<file path="src/design/rar3hc_pkg.sv">
// ----------------------------------------------------------------------------
// rar3hc_pkg
// Shared constants and types for the RAR3 pre-code bit-length table check.
// ----------------------------------------------------------------------------
package rar3hc_pkg;

  localparam int TABLE_ENTRIES = 20;              // code lengths per table
  localparam int MAX_LEN       = 15;              // longest code length
  localparam int HDR_BITS      = 2;               // header bits dropped at block start
  localparam int IDX_W         = $clog2(TABLE_ENTRIES + 1);
  localparam int CNT_W         = IDX_W;           // histogram bin width
  localparam int RUN_W         = IDX_W + 5;       // index plus longest zero run
  localparam int LVL_W         = 4;               // indexes the MAX_LEN bins
  localparam int REM_W         = 17;              // Kraft remainder, holds 2**MAX_LEN
  localparam int BUF_W         = 16;              // bit buffer
  localparam int BITS_W        = 4;               // bits held, at most 11

  localparam logic [3:0] NIB_ESC = 4'd15;         // escape nibble

  typedef enum logic [1:0] {
    VERDICT_VALID      = 2'd0,
    VERDICT_NONE       = 2'd1,
    VERDICT_OVER       = 2'd2,
    VERDICT_INCOMPLETE = 2'd3
  } verdict_t;

  typedef struct packed {
    logic start;   // begin a Kraft pass
    logic ack;     // verdict taken
  } kraft_ctl_t;

  typedef struct packed {
    logic             done;
    verdict_t         verdict;
    logic [LVL_W-1:0] level;   // histogram bin being read
  } kraft_sts_t;

endpackage

</file>
<file path="src/design/rar3hc_kraft.sv">
// ----------------------------------------------------------------------------
// rar3hc_kraft
// Kraft check: one shift, compare and subtract per histogram bin.
// ----------------------------------------------------------------------------
module rar3hc_kraft import rar3hc_pkg::*; (
  input  logic             clk,
  input  logic             rst_n,
  input  kraft_ctl_t       ctl,
  input  logic [CNT_W-1:0] level_count,
  output kraft_sts_t       sts
);

  typedef enum logic [2:0] {
    K_IDLE = 3'b001,
    K_RUN  = 3'b010,
    K_DONE = 3'b100
  } kstate_t;

  kstate_t          state_r, state_nxt;
  logic [REM_W-1:0] rem_r, rem_nxt;
  logic [LVL_W-1:0] lvl_r, lvl_nxt;
  logic             any_r, any_nxt;
  verdict_t         verdict_r, verdict_nxt;

  logic [REM_W-1:0] shifted;
  logic [REM_W-1:0] cnt_ext;
  logic [REM_W-1:0] diff;
  logic             any_now;

  always_comb begin
    shifted     = {rem_r[REM_W-2:0], 1'b0};
    cnt_ext     = REM_W'(level_count);
    diff        = shifted - cnt_ext;
    any_now     = any_r | (level_count != '0);
    state_nxt   = state_r;
    rem_nxt     = rem_r;
    lvl_nxt     = lvl_r;
    any_nxt     = any_r;
    verdict_nxt = verdict_r;
    case (state_r)
      K_IDLE: begin
        if (ctl.start) begin
          rem_nxt   = REM_W'(1);
          lvl_nxt   = '0;
          any_nxt   = 1'b0;
          state_nxt = K_RUN;
        end
      end
      K_RUN: begin
        if (shifted < cnt_ext) begin
          verdict_nxt = VERDICT_OVER;
          state_nxt   = K_DONE;
        end else begin
          rem_nxt = diff;
          any_nxt = any_now;
          if (lvl_r == LVL_W'(MAX_LEN - 1)) begin
            state_nxt = K_DONE;
            if (!any_now) begin
              verdict_nxt = VERDICT_NONE;
            end else if (diff != '0) begin
              verdict_nxt = VERDICT_INCOMPLETE;
            end else begin
              verdict_nxt = VERDICT_VALID;
            end
          end else begin
            lvl_nxt = lvl_r + LVL_W'(1);
          end
        end
      end
      K_DONE: begin
        if (ctl.ack) begin
          state_nxt = K_IDLE;
        end
      end
      default: begin
        state_nxt = K_IDLE;
      end
    endcase
  end

  always_ff @(posedge clk) begin
    if (!rst_n) begin
      state_r <= K_IDLE;
    end else begin
      state_r <= state_nxt;
    end
  end

  always_ff @(posedge clk) begin
    rem_r     <= rem_nxt;
    lvl_r     <= lvl_nxt;
    any_r     <= any_nxt;
    verdict_r <= verdict_nxt;
  end

  assign sts.done    = (state_r == K_DONE);
  assign sts.verdict = verdict_r;
  assign sts.level   = lvl_r;

endmodule

</file>
<file path="src/design/rar3_huffman_table_check_core.sv">
// ----------------------------------------------------------------------------
// rar3_huffman_table_check_core
// Screens a decrypted RAR3 block by checking its pre-code bit-length table.
// ----------------------------------------------------------------------------
// Input channel (in_valid/in_ready): one data byte per request, bits used
// MSB first; in_block_start marks the first byte of a block and clears the
// table state. Two header bits are dropped, then nibbles are decoded into
// code lengths, with escape nibble 15 followed by a count (0 = length 15,
// n = n+2 zero lengths, clipped at the end of the table).
// Output channel (out_valid/out_ready): one verdict per block, given on
// the request whose nibble fills the last entry; later bytes are dropped
// until the next block start.
// Timing: a byte is accepted in S_IDLE, then S_DECODE takes the one or two
// nibbles it yields, one per cycle; a dropped byte is only accepted. in_ready
// is high only while waiting for a byte.
// The closing Kraft pass reads one histogram bin per cycle through a
// single shift/compare/subtract unit, over at most 15 bins, then hands the
// verdict to the output register.
// Reset: idle, bytes without block start are ignored and give no verdict.
// A stalled receiver holds the verdict in the output register; a later
// verdict waits in the Kraft unit until the register frees up.
// ----------------------------------------------------------------------------
module rar3_huffman_table_check_core import rar3hc_pkg::*; (
  input  logic       clk,
  input  logic       rst_n,
  input  logic       in_valid,
  output logic       in_ready,
  input  logic [7:0] in_data_byte,
  input  logic       in_block_start,
  output logic       out_valid,
  input  logic       out_ready,
  output logic [1:0] out_verdict
);

  typedef enum logic [2:0] {
    S_IDLE   = 3'b001,   // waiting for a byte
    S_DECODE = 3'b010,   // one nibble per cycle
    S_JUDGE  = 3'b100    // Kraft pass running
  } state_t;

  state_t            state_r, state_nxt;
  logic [BUF_W-1:0]  buf_r, buf_nxt;
  logic [BITS_W-1:0] bits_r, bits_nxt;
  logic              hdr_r, hdr_nxt;
  logic [IDX_W-1:0]  idx_r, idx_nxt;
  logic              await_r, await_nxt;
  logic              done_r, done_nxt;
  logic              out_valid_r, out_valid_nxt;
  verdict_t          verdict_r, verdict_nxt;

  logic [CNT_W-1:0]  hist_r [MAX_LEN];

  logic              accept;
  logic              hist_clr;
  logic              inc_en;
  logic [3:0]        inc_len;
  logic [LVL_W-1:0]  inc_bin;
  logic [3:0]        nib;
  logic [BITS_W-1:0] bits_left;
  logic [BUF_W-1:0]  buf_eff;
  logic [BITS_W-1:0] bits_eff;
  logic              hdr_eff;
  logic              done_eff;
  logic [RUN_W-1:0]  run_end;
  logic              load_out;

  kraft_ctl_t        k_ctl;
  kraft_sts_t        k_sts;

  assign accept   = in_valid && in_ready;
  assign in_ready = (state_r == S_IDLE);
  assign load_out = (state_r == S_JUDGE) && k_sts.done && (!out_valid_r || out_ready);

  // nibble extraction from the top of the held bits
  assign bits_left = bits_r - BITS_W'(4);
  assign nib       = 4'(buf_r >> bits_left);

  always_comb begin
    state_nxt   = state_r;
    buf_nxt     = buf_r;
    bits_nxt    = bits_r;
    hdr_nxt     = hdr_r;
    idx_nxt     = idx_r;
    await_nxt   = await_r;
    done_nxt    = done_r;
    hist_clr    = 1'b0;
    inc_en      = 1'b0;
    inc_len     = nib;
    run_end     = '0;
    k_ctl.start = 1'b0;
    k_ctl.ack   = load_out;
    buf_eff     = in_block_start ? '0 : buf_r;
    bits_eff    = in_block_start ? '0 : bits_r;
    hdr_eff     = in_block_start ? 1'b0 : hdr_r;
    done_eff    = in_block_start ? 1'b0 : done_r;

    case (state_r)
      S_IDLE: begin
        if (accept) begin
          if (in_block_start) begin
            hist_clr  = 1'b1;
            idx_nxt   = '0;
            await_nxt = 1'b0;
            done_nxt  = 1'b0;
            buf_nxt   = '0;
            bits_nxt  = '0;
            hdr_nxt   = 1'b0;
          end
          if (!done_eff) begin
            buf_nxt   = {buf_eff[BUF_W-9:0], in_data_byte};
            bits_nxt  = hdr_eff ? bits_eff + BITS_W'(8)
                                : bits_eff + BITS_W'(8) - BITS_W'(HDR_BITS);
            hdr_nxt   = 1'b1;
            state_nxt = S_DECODE;
          end
        end
      end
      S_DECODE: begin
        bits_nxt = bits_left;
        buf_nxt  = buf_r & ((BUF_W'(1) << bits_left) - BUF_W'(1));
        if (await_r) begin
          await_nxt = 1'b0;
          if (nib == 4'd0) begin
            inc_en  = 1'b1;
            inc_len = 4'(MAX_LEN);
            idx_nxt = idx_r + IDX_W'(1);
          end else begin
            run_end = RUN_W'(idx_r) + RUN_W'(nib) + RUN_W'(2);
            idx_nxt = (run_end > RUN_W'(TABLE_ENTRIES)) ? IDX_W'(TABLE_ENTRIES)
                                                        : IDX_W'(run_end);
          end
        end else if (nib == NIB_ESC) begin
          await_nxt = 1'b1;
        end else begin
          inc_en  = (nib != 4'd0);
          idx_nxt = idx_r + IDX_W'(1);
        end

        if (!await_nxt && (idx_nxt >= IDX_W'(TABLE_ENTRIES))) begin
          // table full: drop leftover bits, hand over to the Kraft unit
          done_nxt    = 1'b1;
          buf_nxt     = '0;
          bits_nxt    = '0;
          k_ctl.start = 1'b1;
          state_nxt   = S_JUDGE;
        end else if (bits_left < BITS_W'(4)) begin
          state_nxt = S_IDLE;
        end
      end
      S_JUDGE: begin
        if (load_out) begin
          state_nxt = S_IDLE;
        end
      end
      default: begin
        state_nxt = S_IDLE;
      end
    endcase
  end

  assign inc_bin = LVL_W'(inc_len - 4'd1);

  // output register
  always_comb begin
    out_valid_nxt = out_valid_r;
    verdict_nxt   = verdict_r;
    if (out_valid_r && out_ready) begin
      out_valid_nxt = 1'b0;
    end
    if (load_out) begin
      out_valid_nxt = 1'b1;
      verdict_nxt   = k_sts.verdict;
    end
  end

  always_ff @(posedge clk) begin
    if (!rst_n) begin
      state_r     <= S_IDLE;
      hdr_r       <= 1'b0;
      idx_r       <= '0;
      await_r     <= 1'b0;
      done_r      <= 1'b1;
      bits_r      <= '0;
      buf_r       <= '0;
      out_valid_r <= 1'b0;
    end else begin
      state_r     <= state_nxt;
      hdr_r       <= hdr_nxt;
      idx_r       <= idx_nxt;
      await_r     <= await_nxt;
      done_r      <= done_nxt;
      bits_r      <= bits_nxt;
      buf_r       <= buf_nxt;
      out_valid_r <= out_valid_nxt;
    end
  end

  always_ff @(posedge clk) begin
    verdict_r <= verdict_nxt;
  end

  // length histogram, cleared as a whole at block start
  always_ff @(posedge clk) begin
    if (!rst_n || hist_clr) begin
      for (int i = 0; i < MAX_LEN; i++) begin
        hist_r[i] <= '0;
      end
    end else if (inc_en) begin
      hist_r[inc_bin] <= hist_r[inc_bin] + CNT_W'(1);
    end
  end

  rar3hc_kraft u_kraft (
    .clk         (clk),
    .rst_n       (rst_n),
    .ctl         (k_ctl),
    .level_count (hist_r[k_sts.level]),
    .sts         (k_sts)
  );

  assign out_valid   = out_valid_r;
  assign out_verdict = verdict_r;

endmodule

</file>
<file path="config.mk">
export PLATFORM = sky130hd
export DESIGN_NAME = rar3_huffman_table_check_core
export DESIGN_NICKNAME = d
export VERILOG_FILES = /design/src/design/rar3hc_pkg.sv /design/src/design/rar3hc_kraft.sv /design/src/design/rar3_huffman_table_check_core.sv
export SDC_FILE = /design/constraint.sdc
export NUM_CORES = 1
export LEC_CHECK = 0
export ABC_AREA = 1
export BUFFER_PORTS_ARGS = -buffer_cell sky130_fd_sc_hd__clkbuf_2
export CAP_MARGIN = 20
export CORE_ASPECT_RATIO = 1.5
export CORE_MARGIN = 8
export CORE_UTILIZATION = 55
export CTS_CLUSTER_SIZE = 30
export DETAILED_ROUTE_END_ITERATION = 8
export PLACE_DENSITY = 0.72
export SLEW_MARGIN = 20
export SYNTH_ARGS = -nofsm -noshare
export SYNTH_HDL_FRONTEND = slang
export SYNTH_SLANG_ARGS = --single-unit
</file>
<file path="constraint.sdc">
create_clock -name clk -period 6 [get_ports clk]
set_input_delay 0 -clock clk [delete_from_list [all_inputs] [get_ports clk]]
set_output_delay 0 -clock clk [all_outputs]
set_load 0.02 [all_outputs]
</file>
### Word level (Yosys, flattened, before mapping)

Memories as Yosys holds them, arrays and structs flattened. A register that Yosys moved wholly into a read port is not among the register bits.
Cells that the tools add are included.

* add/sub/neg operators: 11
* shift operators: 2
* muxes and demuxes: 77
* eq/ne operators: 20
* $lt $le $gt $ge: 4
* reductions and logical operators: 29
* bitwise logic cells: 2

Operator list (count)
* two-way mux 16 bit: 6
* case mux 16 bit (2 select lines): 2
* two-way mux 4 bit: 13
* two-way mux 5 bit: 8
* two-way mux 1 bit: 29
* two-way mux 3 bit: 8
* case mux 3 bit (3 select lines): 2
* < comparator 17 x 5 -> 1 bit: 1
* nonzero test 17 bit: 1
* subtractor 17 x 5 -> 17 bit: 1
* AND 16 bit: 1
* case mux 4 bit (2 select lines): 2
* left shift 1 x 4 -> 16 bit (first input constant): 1
* >> shifter 16 x 4 -> 4 bit: 1
* subtractor 16 x 1 -> 16 bit (second input constant): 1
* AND reduction 3 bit: 5
* != test 2 bit (second input constant): 7
* adder 5 x 1 -> 5 bit (second input constant): 2
* case mux 5 bit (2 select lines): 1
* == test 4 bit (second input constant): 2
* AND reduction 4 bit: 2
* nonzero test 2 bit: 4
* adder 6 x 2 -> 7 bit (second input constant): 1
* > comparator 7 x 5 -> 1 bit (second input constant): 1
* other kinds (25): 43

* output and inout bits: 4
* register bits after elaboration: 60
* input bits: 13
* memories kept: 1
* RAM bits: 75
* word-level logic and storage cells: 161

Memories
* hist_r: words 15, width 5, rd ports 2, clocked after memory_dff 1, wr ports 15, line rar3_huffman_table_check_core.sv:51 `logic [CNT_W-1:0] hist_r [MAX_LEN];`

### Longest topological paths before layout

Gate-level depths: netlist of run 1.

* depth in word-level cells: 16
* gate-level depth with buffers: 28
* mapped depth without buffers: 26

### Cells and area by module

Synthesis of run 1 repeated with hierarchy kept, for this count alone.

* cells, all modules: 1297
* area, all modules: 9404.0 um2

Modules (own cells, without submodules)
* rar3_huffman_table_check_core: seq. area each 3083.0 um2, cells an instance 1052, instances 1, area an instance 7553.5 um2
* rar3hc_kraft: seq. area each 750.7 um2, cells an instance 245, instances 1, area an instance 1850.5 um2

### Worst setup path after synthesis of run 1

Ideal clock, no wire load.

* path type: flip-flop to flip-flop
* start point: register bits_r[2]
* end point: register u_kraft.any_r (enable)
* cell stages (with the launch flop): 23
* clock period less this slack: 4.506 ns
* setup slack: 1.494 ns
* library setup time: 0.397 ns
* arrival time: 4.110 ns
* data required time: 5.603 ns
* cell sequence: dfxtp_1 -> ha_1 -> inv_1 -> nand3_2 -> nand2_4 -> clkbuf_1 -> inv_1 -> ha_1 -> ha_1 -> fa_1 -> nand2_1 -> nand2_1 -> a21oi_1 -> nand2_1 -> o21ai_0 -> nand3_1 -> nand2_1 -> inv_1 -> nand2_1 -> nand4_1 -> nand2_1 -> nand2_1 -> a21oi_1

* cells in the longest elaborated chain, start to end: 15
* elaborated cells on any way between the ends: 22
* classes of those cells: 3 x add/sub; 2 x order compare; 2 x eq/ne; 1 x shift; 10 x mux; 4 x reduce/logical

RTL lines
* start, declared: line rar3_huffman_table_check_core.sv:43 `logic [BITS_W-1:0] bits_r, bits_nxt;`
* start signal, assigned: line rar3_huffman_table_check_core.sv:192 `bits_r <= bits_nxt;`
* subtractor 4 x 3 -> 4 bit *: line rar3_huffman_table_check_core.sv:75 `assign bits_left = bits_r - BITS_W'(4);`
* >> shifter 16 x 4 -> 4 bit *: line rar3_huffman_table_check_core.sv:76 `assign nib = 4'(buf_r >> bits_left);`
* adder 5 x 4 -> 6 bit: line rar3_huffman_table_check_core.sv:128 `run_end = RUN_W'(idx_r) + RUN_W'(nib) + RUN_W'(2);`
* adder 6 x 2 -> 7 bit: line rar3_huffman_table_check_core.sv:128
* > comparator 7 x 5 -> 1 bit: line rar3_huffman_table_check_core.sv:129 `idx_nxt = (run_end > RUN_W'(TABLE_ENTRIES)) ? IDX_W'(TABLE_ENTRIES)`
* two-way mux 5 bit: line rar3_huffman_table_check_core.sv:129
* two-way mux 5 bit: line rar3_huffman_table_check_core.sv:123 `if (nib == 4'd0) begin`
* two-way mux 5 bit: line rar3_huffman_table_check_core.sv:121 `if (await_r) begin`
* two-way mux 5 bit: line rar3_huffman_table_check_core.sv:97 `case (state_r)`
* greater-or-equal comparator 5 bit: line rar3_huffman_table_check_core.sv:139 `if (!await_nxt && (idx_nxt >= IDX_W'(TABLE_ENTRIES))) begin`
* logical AND 1 bit *: line rar3_huffman_table_check_core.sv:139
* two-way mux 1 bit *: line rar3_huffman_table_check_core.sv:139
* two-way mux 1 bit *: line rar3_huffman_table_check_core.sv:97
* != test 2 bit (no line) *
* AND reduction 3 bit (no line) *
* end signal, assigned: line rar3hc_kraft.sv:92 `any_r <= any_nxt;`
* end, declared: line rar3hc_kraft.sv:22 `logic any_r, any_nxt;`

Mark *: on every way between the ends. The rest lies on a longest branch, timed or not. The select of a mux whose other input is x is not followed.
A chain may end at the register's enable or synchronous reset.

### Worst setup path after layout of run 1

* start point: register bits_r[2]
* end point: register buf_r[8]

* cells in the longest elaborated chain, start to end: 13
* elaborated cells on any way between the ends: 23
* classes of those cells: 4 x add/sub; 2 x order compare; 1 x eq/ne; 2 x shift; 10 x mux; 1 x bitwise; 3 x reduce/logical

RTL lines
* subtractor 4 x 3 -> 4 bit *: line rar3_huffman_table_check_core.sv:75
* >> shifter 16 x 4 -> 4 bit: line rar3_huffman_table_check_core.sv:76
* adder 5 x 4 -> 6 bit: line rar3_huffman_table_check_core.sv:128
* adder 6 x 2 -> 7 bit: line rar3_huffman_table_check_core.sv:128
* > comparator 7 x 5 -> 1 bit: line rar3_huffman_table_check_core.sv:129
* two-way mux 5 bit: line rar3_huffman_table_check_core.sv:129
* two-way mux 5 bit: line rar3_huffman_table_check_core.sv:123
* two-way mux 5 bit: line rar3_huffman_table_check_core.sv:121
* two-way mux 5 bit: line rar3_huffman_table_check_core.sv:97
* greater-or-equal comparator 5 bit: line rar3_huffman_table_check_core.sv:139
* logical AND 1 bit: line rar3_huffman_table_check_core.sv:139
* two-way mux 16 bit *: line rar3_huffman_table_check_core.sv:139
* case mux 16 bit (2 select lines) *: line rar3_huffman_table_check_core.sv:97
* end signal, assigned: line rar3_huffman_table_check_core.sv:193 `buf_r <= buf_nxt;`
* end, declared: line rar3_huffman_table_check_core.sv:42 `logic [BUF_W-1:0] buf_r, buf_nxt;`

Marked as above.

==> impl_metrics.csv, run 1 <==
group,metric,value,unit
outcome,status,"finished, violations left",
outcome,violations,"hold timing",
global_route,grt-ovfl-total,0,
timing,rsz0062_at_grt,"false",
clock_network,h-tree-depth,4,
clock_network,cts_resized,0,
worst_setup_path,cp_cell_sequence,"ha_1 -> inv_1 -> nand3_1 -> nand2_1 -> ha_1 -> inv_1 -> ha_1 -> fa_1 -> nand2_1 -> nand2_1 -> a21oi_1 -> nand2_1 -> nand2_1 -> nand2_1 -> a21oi_1 -> o21ai_0 -> nand2_1 -> nand2_1 -> nand3_1 -> nand2_1 -> inv_1 -> o211ai_1 -> a21oi_1",
power,power_density,429.8,nW/um^2
clock_network,clk_latency,440,ps
global_route,grt-busiest-layer,"met2",
timing,fmax,0.2048,GHz
synthesis,synth.area.top_cells,"edfxtp_1 34%, nand2_1 13%, dfxtp_1 8.3%",
floorplanning,dieArea,21140,sq um
global_route,grt_pass1_vias,8291,
global_route,grt_pass1_wl,40690,um
clock_network,cts_tree,"yes",
timing,slew_headroom,37.09,%
power,vdd_drop_max,0.0003666,V
synthesis,synth-seq-cells,143,
timing,final-setup-viol-count,0,
synthesis,synth_top_cell_area_share,34.39,%
worst_setup_path,worstPathRequired,6360,ps
clock_network,clockBufferDepth,2,
layout,final_nets,1294,
flow_run,maxCapViolations,0,
synthesis,synth_cells,1252,
timing,worst_pin_slew,936.4,ps
synthesis,synth.top_cells.by_count,"317 x nand2_1, 158 x inv_1, 145 x nor2_1",
synthesis,async_flop_share,0,%
routing,detail-route-antenna-nets,0,
synthesis,synth-edff-count,105,
floorplanning,die_height,174.1,um
timing,final_max_slew_viol_count,0,
floorplanning,ios,17,
layout,area_growth,9.457,%
synthesis,ys_seq_area_share,42.69,%
synthesis,yosysMostFrequentCell,"nand2_1",
global_route,grt_util_met1,25.46,%
worst_setup_path,end_kind,"flop",
synthesis,synth_cell_types,42,
layout,drive_gt1_share,8.051,%
global_route,grtUsageMet2,44.56,%
routing,routed_via_density,5.700,
timing,finalHoldViolations,1,
timing,final.min_clock_period,4882,ps
worst_setup_path,crit_path_top_delay_cell,"dfxtp_1",
clock_network,numCtsBuffers,17,
place,gp_congestion,1.017,
timing,tns,0,ps
layout,fill_cells,1512,
clock_network,root_buffer,"clkbuf_16",
routing,drt_iter0_drc,642,
place,placed_cells,1441,
worst_setup_path,worstPathArrival,5240,ps
routing,remaining_drc_errors,0,
place,hpwl,17960,um
timing,fin_skew,16.07,ps
worst_setup_path,cp-start-kind,"flop",
global_route,antenna_found_initial,0,
timing,finalCritPeriodShare,81.36,%
routing,num_vias,8419,
synthesis,synth_area_leader_cell,"edfxtp_1",
routing,totalWireLength,25170,um
hold_path,hp-class,"in -> reg",
floorplanning,start_util,55.41,%
clock_network,clk_pin_slew,70,ps
worst_setup_path,crit_type,"reg -> reg",
synthesis,avgSynthCellArea,7.323,sq um
routing,wl_per_cell,17.04,um
worst_setup_path,max_stage_delay,590,ps
floorplanning,rows,58,
worst_setup_path,cp_max_fo,15,
layout,layout.cells.non_filler,1477,
timing,fin_hold_ws,-0.8207,ps
global_route,grt_max_degree,49,
synthesis,synth_fp_nets,1292,
place,io_buffers,16,
synthesis,synth_area,9169,sq um
global_route,grt_usage,24.35,%
routing,dr.pass1.iters,7,
worst_setup_path,crit_top_cell,"nand2_1",
floorplanning,die_w,121.4,um
global_route,grt_util_met3,3.118,%
synthesis,yosysWarnings,0,
clock_network,cts_sinks,143,
power,leakagePower,0.004453,uW
layout,insertedDiodeCount,0,
synthesis,synthFlopType,"edfxtp_1",
floorplanning,coreArea,16550,sq um
clock_network,postCtsSetupBuffers,0,
worst max-delay path, delay by kind of cell, from the launching register on:
kind | cells | cell delay (ps)
fa+ha+maj | 4 | 1430
simple gates | 11 | 1260
compound gates | 5 | 800
buf+inv | 3 | 740
flops | 1 | 590
cell families after synthesis:
group                      synth area share, %
AOI/OAI and AO/OA                        12.01
xor gates and xnor gates                 1.610
adders and majority gates                3.848
buffers and inverters                    9.675
DFF                                      42.69
muxes                                   0.2183
other                                  0.04090
and+or+nand+nor                          29.91
cells in the final DEF (no fill, tap or decap), types with 2 or more instances in the layout:
| cell type | instances |
|---|---|
| nor2_4 | 7 |
| dlygate4sd3_1 | 4 |
| ha_1 | 25 |
| inv_8 | 2 |
| fa_1 | 2 |
| inv_2 | 6 |
| nor2_2 | 9 |
| a21oi_1 | 86 |
| nand3_1 | 123 |
| nand2_2 | 7 |
| o21ai_1 | 3 |
| o211ai_1 | 11 |
| dfxtp_1 | 37 |
| mux2i_1 | 2 |
| clkbuf_16 | 20 |
| inv_4 | 2 |
| nor3_1 | 10 |
| nand3b_1 | 2 |
| nand4_1 | 14 |
| o21ai_0 | 85 |
| nor2_1 | 145 |
| buf_4 | 16 |
| inv_6 | 5 |
| xor2_1 | 10 |
| o221ai_1 | 6 |
| inv_1 | 158 |
| clkbuf_2 | 16 |
| clkinv_1 | 3 |
| xnor2_1 | 5 |
| a31oi_1 | 6 |
| nand2_4 | 2 |
| nand2_1 | 317 |
| edfxtp_1 | 105 |
flip-flops by register name, summed over array words and instances, names as in the netlist, named ones only:
signal / flops
await_r: 1
bits_r: 3
buf_r: 16
done_r: 1
hdr_r: 1
hist_r: 80
idx_r: 5
out_valid: 1
out_verdict: 2
state_r: 3
u_kraft.any_r: 1
u_kraft.lvl_r: 4
u_kraft.rem_r: 16
u_kraft.state_r: 3
u_kraft.verdict_r: 2
per-stage QoR:
stage               total power (uW)  util (%)  worst slack (ps)  hold WS (ps)  area, sq um
global placement                3155     56.68              1322         306.4         9378
detailed placement              3177     56.68              1206         316.4         9378
CTS                             4281     60.65              1193         2.633        10040
floorplan                       2664         -              1494         207.7         9169
finish                          4314     60.65              1118       -0.8207        10040
global route                    4540     60.65             721.6         44.80        10040
report_power, final:
part	leakage [uW]	switching, uW	internal, uW
Combinational	0.00277	1480	513
Sequential	0.00138	64.8	1150
Clock	0.000308	468	632
Total	0.00445	2010	2300
worst paths after layout:
path         slack, ps            startpoint  depth (start not counted)              to
max               1120             bits_r[2]                         23        buf_r[8]
min               -0.8              in_valid                          5        buf_r[7]
max reg2reg       1120             bits_r[2]                         23        buf_r[8]
min reg2reg        420  u_kraft.verdict_r[1]                          0  out_verdict[1]
cell type report:
| type | instances | area [sq um] | area share [%] |
|---|---|---|---|
| clock buffer | 21 | 514.2 | 5.124 |
| clock inverter | 11 | 103.9 | 1.035 |
| inverter | 167 | 626.9 | 6.246 |
| multi-input combinational | 889 | 4373 | 43.57 |
| sequential | 143 | 3915 | 39.01 |
| tap | 210 | 262.8 | 2.618 |
| timing repair buffer | 36 | 240.2 | 2.394 |
per-layer routing:
layer  routed length (um)  share of wire, %
met1                 9253                37
met2                13390                53
met3                 1234               4.9
met4                 1297               5.2
met5                    0                 0
what timing repair did:
action,in CTS,in global routing
hold buffers,4,0
hold endpoints to repair,4,0
setup endpoints to repair,0,0
(Power assumes the default switching activity.)
==> run 2: changes to the inputs <==
Clock period 6 ns to 4.95 ns, I/O delays scaled along.
==> impl_metrics.csv, run 2 (same netlist as run 1, synthesis figures left out) <==
group,metric,value,unit
outcome,status,"completed",
timing,slew_headroom,47.29,%
clock_network,cts_tree,"yes",
power,leakagePower,0.004469,uW
floorplanning,rows,58,
routing,totalWireLength,24820,um
global_route,grt_usage,24.23,%
power,power.share.switching,46.29,%
routing,wl_per_cell,16.71,um
power,combPwrFrac,48.2,%
routing,detail-route-antenna-nets,0,
flow_run,maxCapViolations,0,
place,dpl_cell_area,9443,sq um
power,power_frac_clock,23.8,%
global_route,grt_max_degree,43,
routing,routed_via_density,5.669,
power,p_int,2830,uW
layout,final_nets,1302,
routing,num_vias,8418,
power,vdd_drop_max,0.0004217,V
floorplanning,start_util,55.41,%
hold_path,hp-class,"in -> reg",
layout,drive_gt1_share,8.392,%
hold_path,hold_end,"buf_r[6]",
worst_setup_path,r2r_slack,470,ps
timing,worst_pin_slew,784.6,ps
clock_network,root_buffer,"clkbuf_16",
clock_network,cts_sinks,143,
layout,top_regs,"hist_r x80, buf_r x16, u_kraft.rem_r x16",
power,power_density,523.2,nW/um^2
layout,top_register,"hist_r",
place,io_buffers,16,
layout,insertedDiodeCount,0,
layout,final_common_cell,"nand2_1",
hold_path,min_path_cells,5,
global_route,antenna_found_initial,0,
hold_path,min_from,"in_data_byte[6]",
timing,final-setup-viol-count,0,
worst_setup_path,reg2reg_depth,25,
global_route,grt_pass1_wl,40430,um
timing,rsz0062_at_grt,"false",
power,power.share.sequential,28.0,%
worst_setup_path,r2r-start,"bits_r[1]",
worst_setup_path,worstPathArrival,4850,ps
clock_network,numCtsBuffers,17,
routing,remaining_drc_errors,0,
timing,fin_skew,16.08,ps
timing,fmax,0.2230,GHz
timing,tns,0,ps
worst_setup_path,end_kind,"flop",
global_route,grt_pass1_vias,8103,
layout,layout_common_cells,"317 x nand2_1, 158 x inv_1, 145 x nor2_1",
clock_network,clk_latency,430,ps
global_route,grt-ovfl-total,0,
floorplanning,die_w,121.4,um
power,switching_power,2439,uW
floorplanning,die_height,174.1,um
worst_setup_path,crit_type,"reg -> reg",
place,gp_congestion,0.9697,
timing,final.min_clock_period,4485,ps
layout,area_growth,9.839,%
place,hpwl,17930,um
routing,drt_iter0_drc,739,
layout,final_area,10070,sq um
worst_setup_path,cp-start-kind,"flop",
worst_setup_path,r2r_end,"buf_r[6]",
power,p_total,5269,uW
floorplanning,coreArea,16550,sq um
routing,dr.pass1.iters,8,
timing,final_max_slew_viol_count,0,
clock_network,h-tree-depth,4,
clock_network,clockBufferDepth,2,
layout,largest_reg_flops,80,
timing,finalCritPeriodShare,90.60,%
timing,finalHoldViolations,0,
floorplanning,dieArea,21140,sq um
worst_setup_path,worstPathRequired,5310,ps
clock_network,postCtsSetupBuffers,0,
floorplanning,ios,17,
layout,utilization,60.87,%
worst_setup_path,cp_max_fo,14,
clock_network,clk_pin_slew,70,ps
run 2: stage by stage:
step / setup slack, ps / cells / hold slack [ps]
floorplan: 443.6 / 1252 / 207.7
global placement: 607.3 / 1448 / 306.8
detailed placement: 534.2 / 1448 / 319.3
CTS: 505.9 / 1485 / 1.532
global route: 1.473 / 1485 / 36.02
finish: 465.1 / 1485 / 6.537
run 2: worst max path at each step:
stage,startpoint,to,slack (ps),depth (start not counted)
global placement,bits_r[3],buf_r[6],610,24
floorplan,bits_r[2],u_kraft.any_r,440,22
detailed placement,bits_r[3],u_kraft.rem_r[5],530,23
finish,bits_r[1],buf_r[6],470,25
global route,bits_r[3],buf_r[2],1,24
CTS,bits_r[3],buf_r[6],510,24
run 2: power groups by stage:
stage          Sequential [uW]  Combinational (uW)  Clock [uW]
3_3_place_gp              1490                2470           0
5_1_grt                   1480                2750        1300
6_report                  1470                2540        1250
3_5_place_dp              1500                2480           0
2_1_floorplan             1460                1760           0
4_1_cts                   1470                2490        1260
run 2: area by class of cell:
| cell class | count | area [sq um] |
|---|---|---|
| Clock buffer | 23 | 510.5 |
| Clock inverter | 9 | 67.56 |
| Fill cell | 1545 | 6475 |
| Inverter | 167 | 626.9 |
| Multi-Input combinational cell | 889 | 4373 |
| Sequential cell | 143 | 3915 |
| Tap cell | 210 | 262.8 |
| Timing Repair Buffer | 44 | 315.3 |
run 2: metal layers:
layer / vias to the layer above / track usage [%] / part of all wire, %
li1: 4118 / - / -
met1: 3856 / 27.00 / 38
met2: 341 / 41.67 / 51
met3: 103 / 3.703 / 5.9
met4: 0 / 15.64 / 5.5
met5: - / 0 / 0
run 2: timing repair:
action / 4_1_cts / 5_1_grt
endpoints found under the hold margin: 5 / 0
setup endpoints to repair: 0 / 0
hold buffers: 5 / 0
resized for setup: 0 / 0
run 2: worst max-delay path: stages (launching register included):
cell	delay, ps
dfxtp_1	670
buf_4	240
nand2_1	60
o21ai_1	140
nand2_1	80
nand3_1	70
nand2_1	130
ha_1	300
inv_1	40
ha_1	210
fa_1	410
nand2_1	70
nand2_1	50
a21oi_1	200
nand2_1	120
nand2_1	100
nand2_1	60
a21oi_1	130
o21ai_0	110
nand2_1	90
nand2_1	90
nand3_1	220
nand2_1	160
inv_1	350
nand3_1	150
a21oi_1	160
==> run 3: changes to the inputs <==
Settings changed: CORE_MARGIN 8 to 3, CORE_UTILIZATION 55 to 38, PLACE_DENSITY 0.72 to 0.54, REMOVE_ABC_BUFFERS set to 1.
==> impl_metrics.csv, run 3 (same netlist as run 1, synthesis figures left out) <==
group,metric,value,unit
global_route,grt-ovfl-total,0,
timing,final_max_slew_viol_count,0,
timing,slew_headroom,31.92,%
timing,finalCritPeriodShare,87.26,%
worst_setup_path,cp_num_cells,24,
worst_setup_path,crit_path_start,"bits_r[3]",
clock_network,clk_latency,440,ps
place,gp_congestion,0.8780,
flow_run,maxCapViolations,0,
floorplanning,start_util,38.62,%
floorplanning,die_w,132.8,um
worst_setup_path,max_stage_delay,380,ps
timing,final-setup-viol-count,0,
power,vdd_drop_max,0.0004430,V
worst_setup_path,cp-endpoint,"hist_r[4][4]",
floorplanning,die_height,196.2,um
global_route,grt_max_degree,44,
worst_setup_path,r2r-start,"bits_r[3]",
routing,totalWireLength,25870,um
floorplanning,ios,17,
outcome,status,"completed",
timing,rsz0062_at_grt,"false",
hold_path,min_path_cells,6,
hold_path,hp-class,"in -> reg",
global_route,grt_pass1_vias,8081,
worst_setup_path,cp_max_fo,16,
layout,layout.cells.non_filler,1592,
layout,fill_cells,2468,
global_route,antenna_found_initial,0,
timing,final.min_clock_period,4319,ps
routing,wl_per_cell,16.25,um
floorplanning,rows,69,
worst_setup_path,crit_top_cell,"nand2_1",
power,p_total,5342,uW
worst_setup_path,cp_cell_sequence,"inv_1 -> ha_1 -> inv_1 -> nand3_1 -> nand2_1 -> nand2_2 -> nor2_4 -> nand3_4 -> nand2_1 -> ha_1 -> buf_4 -> inv_1 -> buf_4 -> nand3_1 -> nand2_1 -> nand2_1 -> nand2_1 -> nor2_4 -> ha_1 -> inv_1 -> nor2_1 -> nand3_1 -> nand2_2 -> nor2_1",
worst_setup_path,worstPathArrival,4500,ps
timing,fin_skew,9.423,ps
power,leakagePower,0.004475,uW
clock_network,cts_tree,"yes",
routing,remaining_drc_errors,0,
clock_network,clockBufferDepth,2,
layout,layout_common_cells,"317 x nand2_1, 158 x inv_1, 145 x nor2_1",
layout,final_area,10260,sq um
place,hpwl,18840,um
routing,num_vias,8194,
routing,dr.pass1.iters,5,
place,placed_cells,1551,
worst_setup_path,crit_path_top_delay_cell,"inv_1",
clock_network,postCtsSetupBuffers,0,
worst_setup_path,reg2reg_depth,24,
clock_network,cts_sinks,143,
worst_setup_path,cp-start-kind,"flop",
timing,fin_hold_ws,22.88,ps
timing,fmax,0.2315,GHz
clock_network,cts_resized,0,
clock_network,root_buffer,"clkbuf_16",
global_route,grt_pass1_wl,41960,um
worst_setup_path,r2r_slack,630,ps
worst_setup_path,crit_buf_inv,6,
worst_setup_path,critPathTopFamily,"simple AND/OR/NAND/NOR gates",
layout,final_nets,1300,
floorplanning,dieArea,26070,sq um
layout,utilization,43.20,%
routing,detail-route-antenna-nets,0,
layout,top_register,"hist_r",
clock_network,numCtsBuffers,17,
clock_network,clk_pin_slew,60,ps
place,dpl_cell_area,9534,sq um
routing,routed_via_density,5.147,
timing,finalHoldViolations,0,
clock_network,h-tree-depth,4,
power,power_density,520.8,nW/um^2
layout,largest_reg_flops,80,
place,io_buffers,16,
worst_setup_path,end_kind,"flop",
timing,worst_pin_slew,1013,ps
routing,drt_iter0_drc,541,
global_route,grt_usage,20.42,%
layout,insertedDiodeCount,0,
worst_setup_path,crit_type,"reg -> reg",
layout,drive_gt1_share,7.698,%
worst_setup_path,r2r_end,"hist_r[4][4]",
layout,top_regs,"hist_r x80, buf_r x16, u_kraft.rem_r x16",
worst_setup_path,worstPathRequired,5130,ps
layout,area_growth,11.87,%
layout,final_common_cell,"nand2_1",
floorplanning,coreArea,23740,sq um
==> run 3: what timing repair did <==
action | in CTS | in global routing
hold buffers | 9 | 0
hold endpoints to repair | 8 | 0
endpoints found under the setup margin | 0 | 0
==> run 3: how the worst min path moves through the flow <==
stage / start / to
global placement: out_ready / out_valid
global route: in_valid / hdr_r
CTS: in_data_byte[4] / buf_r[4]
finish: in_valid / state_r[0]
detailed placement: out_ready / out_valid
floorplan: rst_n / u_kraft.state_r[0]
==> run 3: worst reg2reg max path, cell delays in order (launching register included) <==
cell	delay [ps]
dfxtp_1	320
inv_1	50
ha_1	280
inv_1	380
nand3_1	150
nand2_1	170
nand2_2	100
nor2_4	180
nand3_4	110
nand2_1	160
ha_1	170
buf_4	240
inv_1	80
buf_4	190
nand3_1	90
nand2_1	60
nand2_1	60
nand2_1	80
nor2_4	240
ha_1	280
inv_1	60
nor2_1	90
nand3_1	80
nand2_2	350
nor2_1	100
==> run 3: area by class of cell <==
type / instances / area, sq um / share of cell area [%]
sequential: 143 / 3915 / 38.17
tap: 319 / 399.1 / 3.891
multi-input combinational: 889 / 4373 / 42.63
inverter: 167 / 626.9 / 6.111
timing repair buffer: 42 / 310.3 / 3.025
clock buffer: 22 / 444.2 / 4.330
clock inverter: 10 / 188.9 / 1.842
==> run 3: report_power, final <==
group / internal, uW / total (uW) / switching [uW]
clock network: 895 / 1410 / 510
registers: 1400 / 1480 / 75.2
logic: 638 / 2460 / 1820
==> run 3: stage by stage <==
step / setup slack, ps / setup TNS, ps
after detailed placement: 649.1 / 0
after global routing: 256.1 / 0
after global placement: 688.3 / 0
after CTS: 623.4 / 0
final: 630.6 / 0
after floorplan: -157.6 / -4129
==> run 3: routing by layer <==
| layer | share of wire (%) | up-vias | track usage (%) |
|---|---|---|---|
| met2 | 52 | 188 | 37.34 |
| met4 | 3.9 | 0 | 9.900 |
| met5 | 0 | - | 0 |
| li1 | - | 4121 | - |
| met1 | 40 | 3814 | 22.85 |
| met3 | 3.6 | 71 | 3.309 |
